===== src/sv/sccb_pkg.sv =====
// ----------------------------------------------------------------------------
// sccb_pkg
// Shared types and codes for the two-wire bit-level master sequencer.
// ----------------------------------------------------------------------------
`default_nettype none

package sccb_pkg;

  localparam int unsigned ActionW = 3;
  localparam int unsigned ByteW   = 8;
  localparam int unsigned CountW  = 4;
  localparam int unsigned PhaseW  = 2;

  // command codes, also used as the running command kind
  localparam logic [ActionW-1:0] KIND_IDLE  = 3'd0;
  localparam logic [ActionW-1:0] KIND_START = 3'd1;
  localparam logic [ActionW-1:0] KIND_STOP  = 3'd2;
  localparam logic [ActionW-1:0] KIND_WRITE = 3'd3;
  localparam logic [ActionW-1:0] KIND_READ  = 3'd4;

  localparam logic [CountW-1:0] BITS_PER_BYTE = 4'd8;

  typedef struct packed {
    logic [ActionW-1:0] action;
    logic [ByteW-1:0]   write_byte;
    logic               sda_level;
  } item_t;

  typedef struct packed {
    logic             scl_level;
    logic             sda_pull_low;
    logic             busy_res;
    logic             done_res;
    logic [ByteW-1:0] read_byte;
    logic             read_valid;
  } res_t;

endpackage

`default_nettype wire


===== src/sv/sccb_ifs.sv =====
// ----------------------------------------------------------------------------
// sccb channel interfaces
// Valid/ready channels for tick items and per-tick line results.
// ----------------------------------------------------------------------------
`default_nettype none

interface sccb_in_if;
  logic       valid;
  logic       ready;
  logic [2:0] action;
  logic [7:0] write_byte;
  logic       sda_level;

  modport source (output valid, action, write_byte, sda_level, input ready);
  modport sink   (input valid, action, write_byte, sda_level, output ready);
endinterface

interface sccb_out_if;
  logic       valid;
  logic       ready;
  logic       scl_level;
  logic       sda_pull_low;
  logic       busy_res;
  logic       done_res;
  logic [7:0] read_byte;
  logic       read_valid;

  modport source (output valid, scl_level, sda_pull_low, busy_res, done_res,
                  read_byte, read_valid, input ready);
  modport sink   (input valid, scl_level, sda_pull_low, busy_res, done_res,
                  read_byte, read_valid, output ready);
endinterface

`default_nettype wire


===== src/sv/sccb_seq.sv =====
// ----------------------------------------------------------------------------
// sccb_seq
// Sequencer state and per-tick step logic: command kind, phase, bit count,
// shift register and the SCL / SDA line registers.
// ----------------------------------------------------------------------------
`default_nettype none

module sccb_seq
  import sccb_pkg::*;
(
  input  wire        clk_i,
  input  wire        rst_ni,
  input  wire        step_i,
  input  wire item_t item_i,
  output res_t       res_o
);

  logic [ActionW-1:0] kind_q, kind_d;
  logic [CountW-1:0]  cnt_q, cnt_d;
  logic [PhaseW-1:0]  phase_q, phase_d;
  logic [ByteW-1:0]   shift_q, shift_d;
  logic               scl_q, scl_d;
  logic               sdl_q, sdl_d;

  // true when the tick runs with no command at all
  function automatic logic kind_d_idle_check(input logic [ActionW-1:0] cur,
                                             input logic [ActionW-1:0] act);
    kind_d_idle_check = (cur == KIND_IDLE) &&
                        !(act == KIND_START || act == KIND_STOP ||
                          act == KIND_WRITE || act == KIND_READ);
  endfunction

  always_comb begin
    logic [ActionW-1:0] kind;
    logic [CountW-1:0]  cnt;
    logic [PhaseW-1:0]  phase;
    logic [ByteW-1:0]   shift;
    logic               scl;
    logic               sdl;
    logic               done;
    logic               rvalid;
    logic [ByteW-1:0]   rbyte;
    logic               after_scl;
    logic               after_sdl;
    logic [ByteW-1:0]   after_shift;

    kind   = kind_q;
    cnt    = cnt_q;
    phase  = phase_q;
    shift  = shift_q;
    scl    = scl_q;
    sdl    = sdl_q;
    done   = 1'b0;
    rvalid = 1'b0;
    rbyte  = '0;

    // take a new command only when idle
    if (kind_q == KIND_IDLE &&
        (item_i.action == KIND_START || item_i.action == KIND_STOP ||
         item_i.action == KIND_WRITE || item_i.action == KIND_READ)) begin
      kind  = item_i.action;
      cnt   = '0;
      phase = '0;
      shift = (item_i.action == KIND_WRITE) ? item_i.write_byte : '0;
    end

    // line changes ahead of this interval
    case (kind)
      KIND_START: begin
        if (phase == 2'd0) begin
          sdl = 1'b0;
          scl = 1'b1;
        end else if (phase == 2'd1) begin
          sdl = 1'b1;
        end else begin
          scl  = 1'b0;
          done = 1'b1;
        end
      end
      KIND_STOP: begin
        if (phase == 2'd0) begin
          sdl = 1'b1;
          scl = 1'b0;
        end else begin
          scl  = 1'b1;
          done = 1'b1;
        end
      end
      KIND_WRITE: begin
        if (cnt < BITS_PER_BYTE) begin
          if (phase == 2'd0) sdl = ~shift[ByteW-1];
          else if (phase == 2'd1) scl = 1'b1;
          else scl = 1'b0;
        end else begin
          if (phase == 2'd0) begin
            sdl = 1'b0;
          end else begin
            scl  = 1'b1;
            done = 1'b1;
          end
        end
      end
      KIND_READ: begin
        if (phase == 2'd0) begin
          if (cnt != '0) shift = {shift[ByteW-2:0], item_i.sda_level};
          scl = 1'b0;
          sdl = 1'b0;
        end else begin
          scl = 1'b1;
          if (cnt >= BITS_PER_BYTE) begin
            done   = 1'b1;
            rvalid = 1'b1;
            rbyte  = shift;
          end
        end
      end
      default: ;
    endcase

    after_scl   = scl;
    after_sdl   = sdl;
    after_shift = shift;

    // advance and post-interval changes
    case (kind)
      KIND_START: phase = phase + 2'd1;
      KIND_STOP: begin
        if (done) after_sdl = 1'b0;
        phase = phase + 2'd1;
      end
      KIND_WRITE: begin
        if (cnt < BITS_PER_BYTE) begin
          if (phase >= 2'd2) begin
            after_shift = {shift[ByteW-2:0], 1'b0};
            phase       = '0;
            cnt         = cnt + 4'd1;
          end else begin
            phase = phase + 2'd1;
          end
        end else begin
          if (done) after_scl = 1'b0;
          phase = phase + 2'd1;
        end
      end
      KIND_READ: begin
        if (done) after_scl = 1'b0;
        if (phase >= 2'd1) begin
          phase = '0;
          cnt   = cnt + 4'd1;
        end else begin
          phase = 2'd1;
        end
      end
      default: ;
    endcase

    if (done) begin
      kind  = KIND_IDLE;
      cnt   = '0;
      phase = '0;
    end

    res_o.scl_level    = scl;
    res_o.sda_pull_low = sdl;
    res_o.busy_res     = (kind_d_idle_check(kind_q, item_i.action)) ? 1'b0 : ~done;
    res_o.done_res     = done;
    res_o.read_byte    = rbyte;
    res_o.read_valid   = rvalid;

    kind_d  = kind;
    cnt_d   = cnt;
    phase_d = phase;
    shift_d = after_shift;
    scl_d   = after_scl;
    sdl_d   = after_sdl;
  end

  always_ff @(posedge clk_i or negedge rst_ni) begin
    if (!rst_ni) begin
      kind_q  <= KIND_IDLE;
      cnt_q   <= '0;
      phase_q <= '0;
      shift_q <= '0;
      scl_q   <= 1'b1;
      sdl_q   <= 1'b0;
    end else if (step_i) begin
      kind_q  <= kind_d;
      cnt_q   <= cnt_d;
      phase_q <= phase_d;
      shift_q <= shift_d;
      scl_q   <= scl_d;
      sdl_q   <= sdl_d;
    end
  end

endmodule

`default_nettype wire


===== src/sv/sccb_bit_level_master_core.sv =====
// ----------------------------------------------------------------------------
// sccb_bit_level_master_core
// Two-wire SCCB master sequencer driven one half-bit tick per input beat.
// ----------------------------------------------------------------------------
// usage:
//   in_chan carries one beat per half-bit delay tick: an optional command
//   (start, stop, write byte, read byte), the byte to send and the sampled
//   SDA level. out_chan returns one beat per tick with the SCL level, the
//   SDA pull-low, busy, done and, at the end of a read, the read byte.
//   start takes 3 ticks, stop 2, a write 26, a read 18; commands that arrive
//   while a sequence runs are ignored.
// pipeline and throughput:
//   a beat is held in an input register and stepped through the sequencer
//   into the result register, which offers its result on out_chan. one beat
//   is accepted per cycle, sustained, while out_chan is ready.
// reset:
//   the sequencer goes idle with SCL high and SDA released; both registers
//   are empty.
// stall:
//   while out_chan is not ready the result register holds its beat; one
//   more beat is taken into the input register, then in_chan.ready drops.
// ----------------------------------------------------------------------------
`default_nettype none

module sccb_bit_level_master_core
  import sccb_pkg::*;
(
  input  wire         clk_i,
  input  wire         rst_ni,
  sccb_in_if.sink     in_chan,
  sccb_out_if.source  out_chan
);

  logic  in_vld_q;
  item_t in_item_q;
  logic  out_vld_q;
  res_t  out_res_q;
  res_t  step_res;
  logic  advance;
  logic  in_take;

  assign advance        = in_vld_q && (!out_vld_q || out_chan.ready);
  assign in_chan.ready  = !in_vld_q || advance;
  assign in_take        = in_chan.valid && in_chan.ready;

  always_ff @(posedge clk_i or negedge rst_ni) begin
    if (!rst_ni) begin
      in_vld_q <= 1'b0;
    end else if (in_chan.ready) begin
      in_vld_q <= in_chan.valid;
    end
  end

  always_ff @(posedge clk_i) begin
    if (in_take) begin
      in_item_q.action     <= in_chan.action;
      in_item_q.write_byte <= in_chan.write_byte;
      in_item_q.sda_level  <= in_chan.sda_level;
    end
  end

  sccb_seq u_seq (
    .clk_i  (clk_i),
    .rst_ni (rst_ni),
    .step_i (advance),
    .item_i (in_item_q),
    .res_o  (step_res)
  );

  always_ff @(posedge clk_i or negedge rst_ni) begin
    if (!rst_ni) begin
      out_vld_q <= 1'b0;
    end else if (advance) begin
      out_vld_q <= 1'b1;
    end else if (out_chan.ready) begin
      out_vld_q <= 1'b0;
    end
  end

  always_ff @(posedge clk_i) begin
    if (advance) out_res_q <= step_res;
  end

  assign out_chan.valid        = out_vld_q;
  assign out_chan.scl_level    = out_res_q.scl_level;
  assign out_chan.sda_pull_low = out_res_q.sda_pull_low;
  assign out_chan.busy_res     = out_res_q.busy_res;
  assign out_chan.done_res     = out_res_q.done_res;
  assign out_chan.read_byte    = out_res_q.read_byte;
  assign out_chan.read_valid   = out_res_q.read_valid;

endmodule

`default_nettype wire

===== src/flat_wrapper.sv =====
// flat-port wrapper written by rule: the top's interface ports become plain ports
module sccb_bit_level_master_core_flat import sccb_pkg::*;
  (clk_i, rst_ni, in_chan_valid, in_chan_action, in_chan_write_byte, in_chan_sda_level, in_chan_ready, out_chan_valid, out_chan_scl_level, out_chan_sda_pull_low, out_chan_busy_res, out_chan_done_res, out_chan_read_byte, out_chan_read_valid, out_chan_ready);
  sccb_in_if in_chan_i ();
  sccb_out_if out_chan_i ();
  input  wire clk_i;
  input  wire rst_ni;
  input wire logic [$bits(in_chan_i.valid)-1:0] in_chan_valid;
  input wire logic [$bits(in_chan_i.action)-1:0] in_chan_action;
  input wire logic [$bits(in_chan_i.write_byte)-1:0] in_chan_write_byte;
  input wire logic [$bits(in_chan_i.sda_level)-1:0] in_chan_sda_level;
  output wire logic [$bits(in_chan_i.ready)-1:0] in_chan_ready;
  output wire logic [$bits(out_chan_i.valid)-1:0] out_chan_valid;
  output wire logic [$bits(out_chan_i.scl_level)-1:0] out_chan_scl_level;
  output wire logic [$bits(out_chan_i.sda_pull_low)-1:0] out_chan_sda_pull_low;
  output wire logic [$bits(out_chan_i.busy_res)-1:0] out_chan_busy_res;
  output wire logic [$bits(out_chan_i.done_res)-1:0] out_chan_done_res;
  output wire logic [$bits(out_chan_i.read_byte)-1:0] out_chan_read_byte;
  output wire logic [$bits(out_chan_i.read_valid)-1:0] out_chan_read_valid;
  input wire logic [$bits(out_chan_i.ready)-1:0] out_chan_ready;
  assign in_chan_i.valid = in_chan_valid;
  assign in_chan_i.action = in_chan_action;
  assign in_chan_i.write_byte = in_chan_write_byte;
  assign in_chan_i.sda_level = in_chan_sda_level;
  assign in_chan_ready = in_chan_i.ready;
  assign out_chan_valid = out_chan_i.valid;
  assign out_chan_scl_level = out_chan_i.scl_level;
  assign out_chan_sda_pull_low = out_chan_i.sda_pull_low;
  assign out_chan_busy_res = out_chan_i.busy_res;
  assign out_chan_done_res = out_chan_i.done_res;
  assign out_chan_read_byte = out_chan_i.read_byte;
  assign out_chan_read_valid = out_chan_i.read_valid;
  assign out_chan_i.ready = out_chan_ready;
  sccb_bit_level_master_core u_core (.clk_i(clk_i), .rst_ni(rst_ni), .in_chan(in_chan_i), .out_chan(out_chan_i));
endmodule

===== config.mk =====
export PLATFORM = sky130hd
export DESIGN_NAME = sccb_bit_level_master_core_flat
export DESIGN_NICKNAME = d
export VERILOG_FILES = /design/src/sv/sccb_pkg.sv /design/src/sv/sccb_ifs.sv /design/src/sv/sccb_seq.sv /design/src/sv/sccb_bit_level_master_core.sv /design/src/flat_wrapper.sv
export SDC_FILE = /design/constraint.sdc
export NUM_CORES = 1
export LEC_CHECK = 0
export BUFFER_PORTS_ARGS = -buffer_cell sky130_fd_sc_hd__buf_2
export CAP_MARGIN = 30
export CORE_ASPECT_RATIO = 0.75
export CORE_MARGIN = 5
export CORE_UTILIZATION = 30
export CTS_BUF_LIST = sky130_fd_sc_hd__clkbuf_4 sky130_fd_sc_hd__clkbuf_8 sky130_fd_sc_hd__clkbuf_16
export DETAILED_ROUTE_END_ITERATION = 10
export PLACE_DENSITY_LB_ADDON = 0.12
export SYNTH_ARGS = -nofsm -noshare
export SYNTH_HDL_FRONTEND = slang
export SYNTH_SLANG_ARGS = --single-unit

===== constraint.sdc =====
create_clock -name clk_i -period 8.8 [get_ports clk_i]
set_input_delay 0.44 -clock clk_i [delete_from_list [all_inputs] [get_ports clk_i]]
set_output_delay 0.44 -clock clk_i [all_outputs]
set_load 0.005 [all_outputs]

==> reports/results.tsv <==
metric	value	unit
status	finished, final reports clean	
unrepaired setup endpoints after global routing	false	
row count	29	
endpoint class of the critical path	register	
maximum clock insertion buffer count	2	
Tcrit/Tclk final	41.94	%
dpl ws	5.153	ns
FILL cells	882	
final hold viol count	0	
Post-CTS Resized	0	
slew at the pin closest to its max-slew limit	0.6760	ns
wire per inst	16.49	microns
post-layout min period	3.690	ns
Final WS setup	5.110	ns
gr usage total	12.02	%
Post-Synth Adder-Cell Area	2.380	%
Die Area	0.01075	sq mm
via count	1925	
htree depth	2	
Detailed Route Iter0 Violations	95	
largest family of logic cells by synthesized area	compound AO/OA/AOI/OAI gates	
TritonCTS sink count	46	
sequential-to-total area share from yosys stat	48.60	%
met3 WL post-DR	368	microns
startpoint types	register	
WL final	6282	microns
worst min path class	in -> async	
post-route ant nets	0	
Peak VDD IR	0.1219	mV
CTS tree	done	
Die H	91.07	microns
post-synthesis register bit count	46	
Avg Cell Area, Syn	10.69	sq um
initial core utilization	30.96	%
cell count after synthesis	246	
grt ovf	0	
Rel. slew slack	54.93	%
largest net degree at the start of global routing	27	
clk root buf	clkbuf_16	
leakage power	1.213	nW
Post-synth EDFFs	25	
Detailed Place HPWL	4561	microns
register area	0.001277	sq mm
total CTS buffers	5	
synth top area cells	edfxtp_1 29%, dfrtp_1 19%, mux2i_1 5.7%	
simple-gate share of the synthesized area	17.37	%
power per cell area	303.6	mW/mm^2
Layout area overhead	14.23	%
DR pass1 iterations	4	
DR vias/cell	5.052	
routability cong.	0.8431	
Residual DRC	0	
TNS Setup	0	ns
hold_buf cts	0	
asr flop ratio synth	45.65	%
Ant. Diodes	0	
post-synth top area cell	edfxtp_1	
Core Region	0.008491	sq mm
FMAX	0.2710	GHz
Critical Path Fanout Max	19	
area occupied by multi-input gates	0.001221	sq mm
Metal-1 WL	3505	microns
metal2 WL	2334	microns
Synth top area share	28.56	%
share of cells above drive strength 1	20.88	%
Synth Area in Compound Gates	18.37	%
post-synthesis mux area share	6.997	%
Post-CTS Setup Repair Bufs	0	
clk slew on worst S/H paths	0.07	ns
initial antenna violation count	0	
XOR/XNOR share of the synthesized area	1.333	%
Mapped Area	0.002629	sq mm
Port Buffers	30	
Ys Warns	0	
MaxCap Viol Count	0	
I/O pin count	31	
Slew Limit Fails	0	
Worst Path Class, Setup	reg -> reg	
top sig layer	met4	
vias in the first global route	1802	
endpoints failing setup	0	
CP required	8.97	ns
clk_skew	0.005389	ns
Clk Latency, worst-skew pair	0.28	ns
ys flop type	edfxtp_1	
Synth cell types	60	
syn nets	267	
Worst EP arrival	3.86	ns
first-pass GRT wire length	10470	microns
Die W	118.1	microns
Nets	293	
==> metal layers <==
| metal | up-vias | GRT usage [%] |
|---|---|---|
| met5 | - | 0 |
| met4 | 0 | 2.961 |
| met3 | 6 | 2.733 |
| met2 | 65 | 14.47 |
| met1 | 891 | 20.48 |
| li1 | 963 | - |
==> cells in the final DEF (no fill, tap or decap), types with 5 or more instances in the layout <==
| cell type | n |
|---|---|
| inv_1 | 11 |
| o21ai_0 | 11 |
| and3_1 | 9 |
| ha_1 | 5 |
| nand3_1 | 5 |
| buf_2 | 30 |
| dfrtp_1 | 20 |
| nor2_1 | 22 |
| mux2i_1 | 15 |
| and2_1 | 6 |
| edfxtp_1 | 25 |
| a21oi_1 | 8 |
| nand2_1 | 19 |
| clkbuf_16 | 5 |
==> path summary, 6_finish.rpt <==
kind / startpoint / slack, ns / to / cells after the start
max in group asynchronous: rst_ni / 8.30 / u_core.u_seq.scl_q$_DFFE_PN1P_ / 1
setup reg to reg: u_core.u_seq.kind_q[2]$_DFFE_PN0P_ / 5.11 / u_core.u_seq.shift_q[2]$_DFFE_PN0P_ / 9
hold / removal: rst_ni / 0.13 / u_core.in_vld_q$_DFFE_PN0N_ / 1
hold reg to reg: u_core.u_seq.shift_q[1]$_DFFE_PN0P_ / 0.49 / u_core.u_seq.shift_q[1]$_DFFE_PN0P_ / 2
min in group clk_i: in_chan_write_byte[2] / 0.33 / u_core.in_item_q[3]$_DFFE_PP_ / 1
setup / recovery: u_core.u_seq.kind_q[2]$_DFFE_PN0P_ / 5.11 / u_core.u_seq.shift_q[2]$_DFFE_PN0P_ / 9
==> final cells by class <==
type / count / share of cell area (%)
timing repair buffer: 34 / 6.000
sequential: 46 / 42.54
clock buffer: 6 / 4.417
tap: 108 / 4.500
clock inverter: 2 / 0.5000
inverter: 11 / 1.375
multi-input combinational: 174 / 40.67
==> cell families (layout without fill, tap and decap cells) <==
group / Yosys count / count (layout)
adders and majority gates: 5 / 5
buffers and inverters: 26 / 53
DFF: 46 / 46
xor gates and xnor gates: 4 / 4
muxes: 18 / 18
AOI/OAI and AO/OA: 62 / 62
and+or+nand+nor: 85 / 85
==> registers in the layout, indices dropped and copies added (netlist names) <==
register,cells
u_core.u_seq.phase_q,2
u_core.in_item_q,12
u_core.u_seq.scl_q,1
u_core.out_chan.busy_res,1
u_core.out_chan.done_res,1
u_core.in_vld_q,1
u_core.u_seq.shift_q,8
u_core.u_seq.sdl_q,1
u_core.u_seq.kind_q,3
u_core.out_chan.read_valid,1
u_core.out_chan.valid,1
u_core.u_seq.cnt_q,4
u_core.out_chan.read_byte,8
u_core.out_chan.sda_pull_low,1
u_core.out_chan.scl_level,1
==> metrics by stage <==
step	utilization, %	total power [W]	hold slack, ns	cell area [sq um]	instances
floorplan	-	0.0006284	0.1444	2629	246
global placement	33.63	0.0007285	0.4606	2855	373
detailed placement	33.63	0.0007228	0.4568	2855	373
CTS	35.37	0.0009134	0.1459	3003	381
global route	35.37	0.0009800	0.1623	3003	381
finish	35.37	0.0009117	0.1303	3003	381
==> cells in the mapped netlist (2+ instances only) <==
library cell and number:
o311ai_0 2, a31oi_1 4, a21boi_0 2, nor2b_1 2, nand2b_1 3, and2_1 6, inv_1 11, clkbuf_1 6
nor3b_1 2, a22o_1 4, o21ai_1 3, xnor2_1 4, o21a_1 2, edfxtp_1 25, a21oi_1 8, nand2_1 19
mux2i_1 15, nor2_1 22, o21ai_0 11, nand3_1 5, buf_6 3, nor3_1 4, and3b_1 2, dfrtp_1 20
buf_2 5, and3_1 9, a221o_1 4, mux2_2 3, o31ai_1 3, ha_1 5, o211ai_1 2, o41ai_2 2
==> where the power goes <==
| group | internal, W | switching, W | total [W] |
|---|---|---|---|
| Sequential | 0.000287 | 0.0000527 | 0.000340 |
| Combinational | 0.000157 | 0.000227 | 0.000384 |
| Clock | 0.000108 | 0.0000801 | 0.000189 |
==> worst max-delay path, cell delays in order, from the launching register on <==
cell	delay [ns]
dfrtp_1	0.58
or3_4	0.46
or3_1	0.58
nand2_1	0.24
ha_1	0.32
inv_1	0.18
a2111oi_4	0.56
mux2i_1	0.19
and3_1	0.21
a221o_1	0.26
Note: power is estimated with default switching activity, not from simulation.
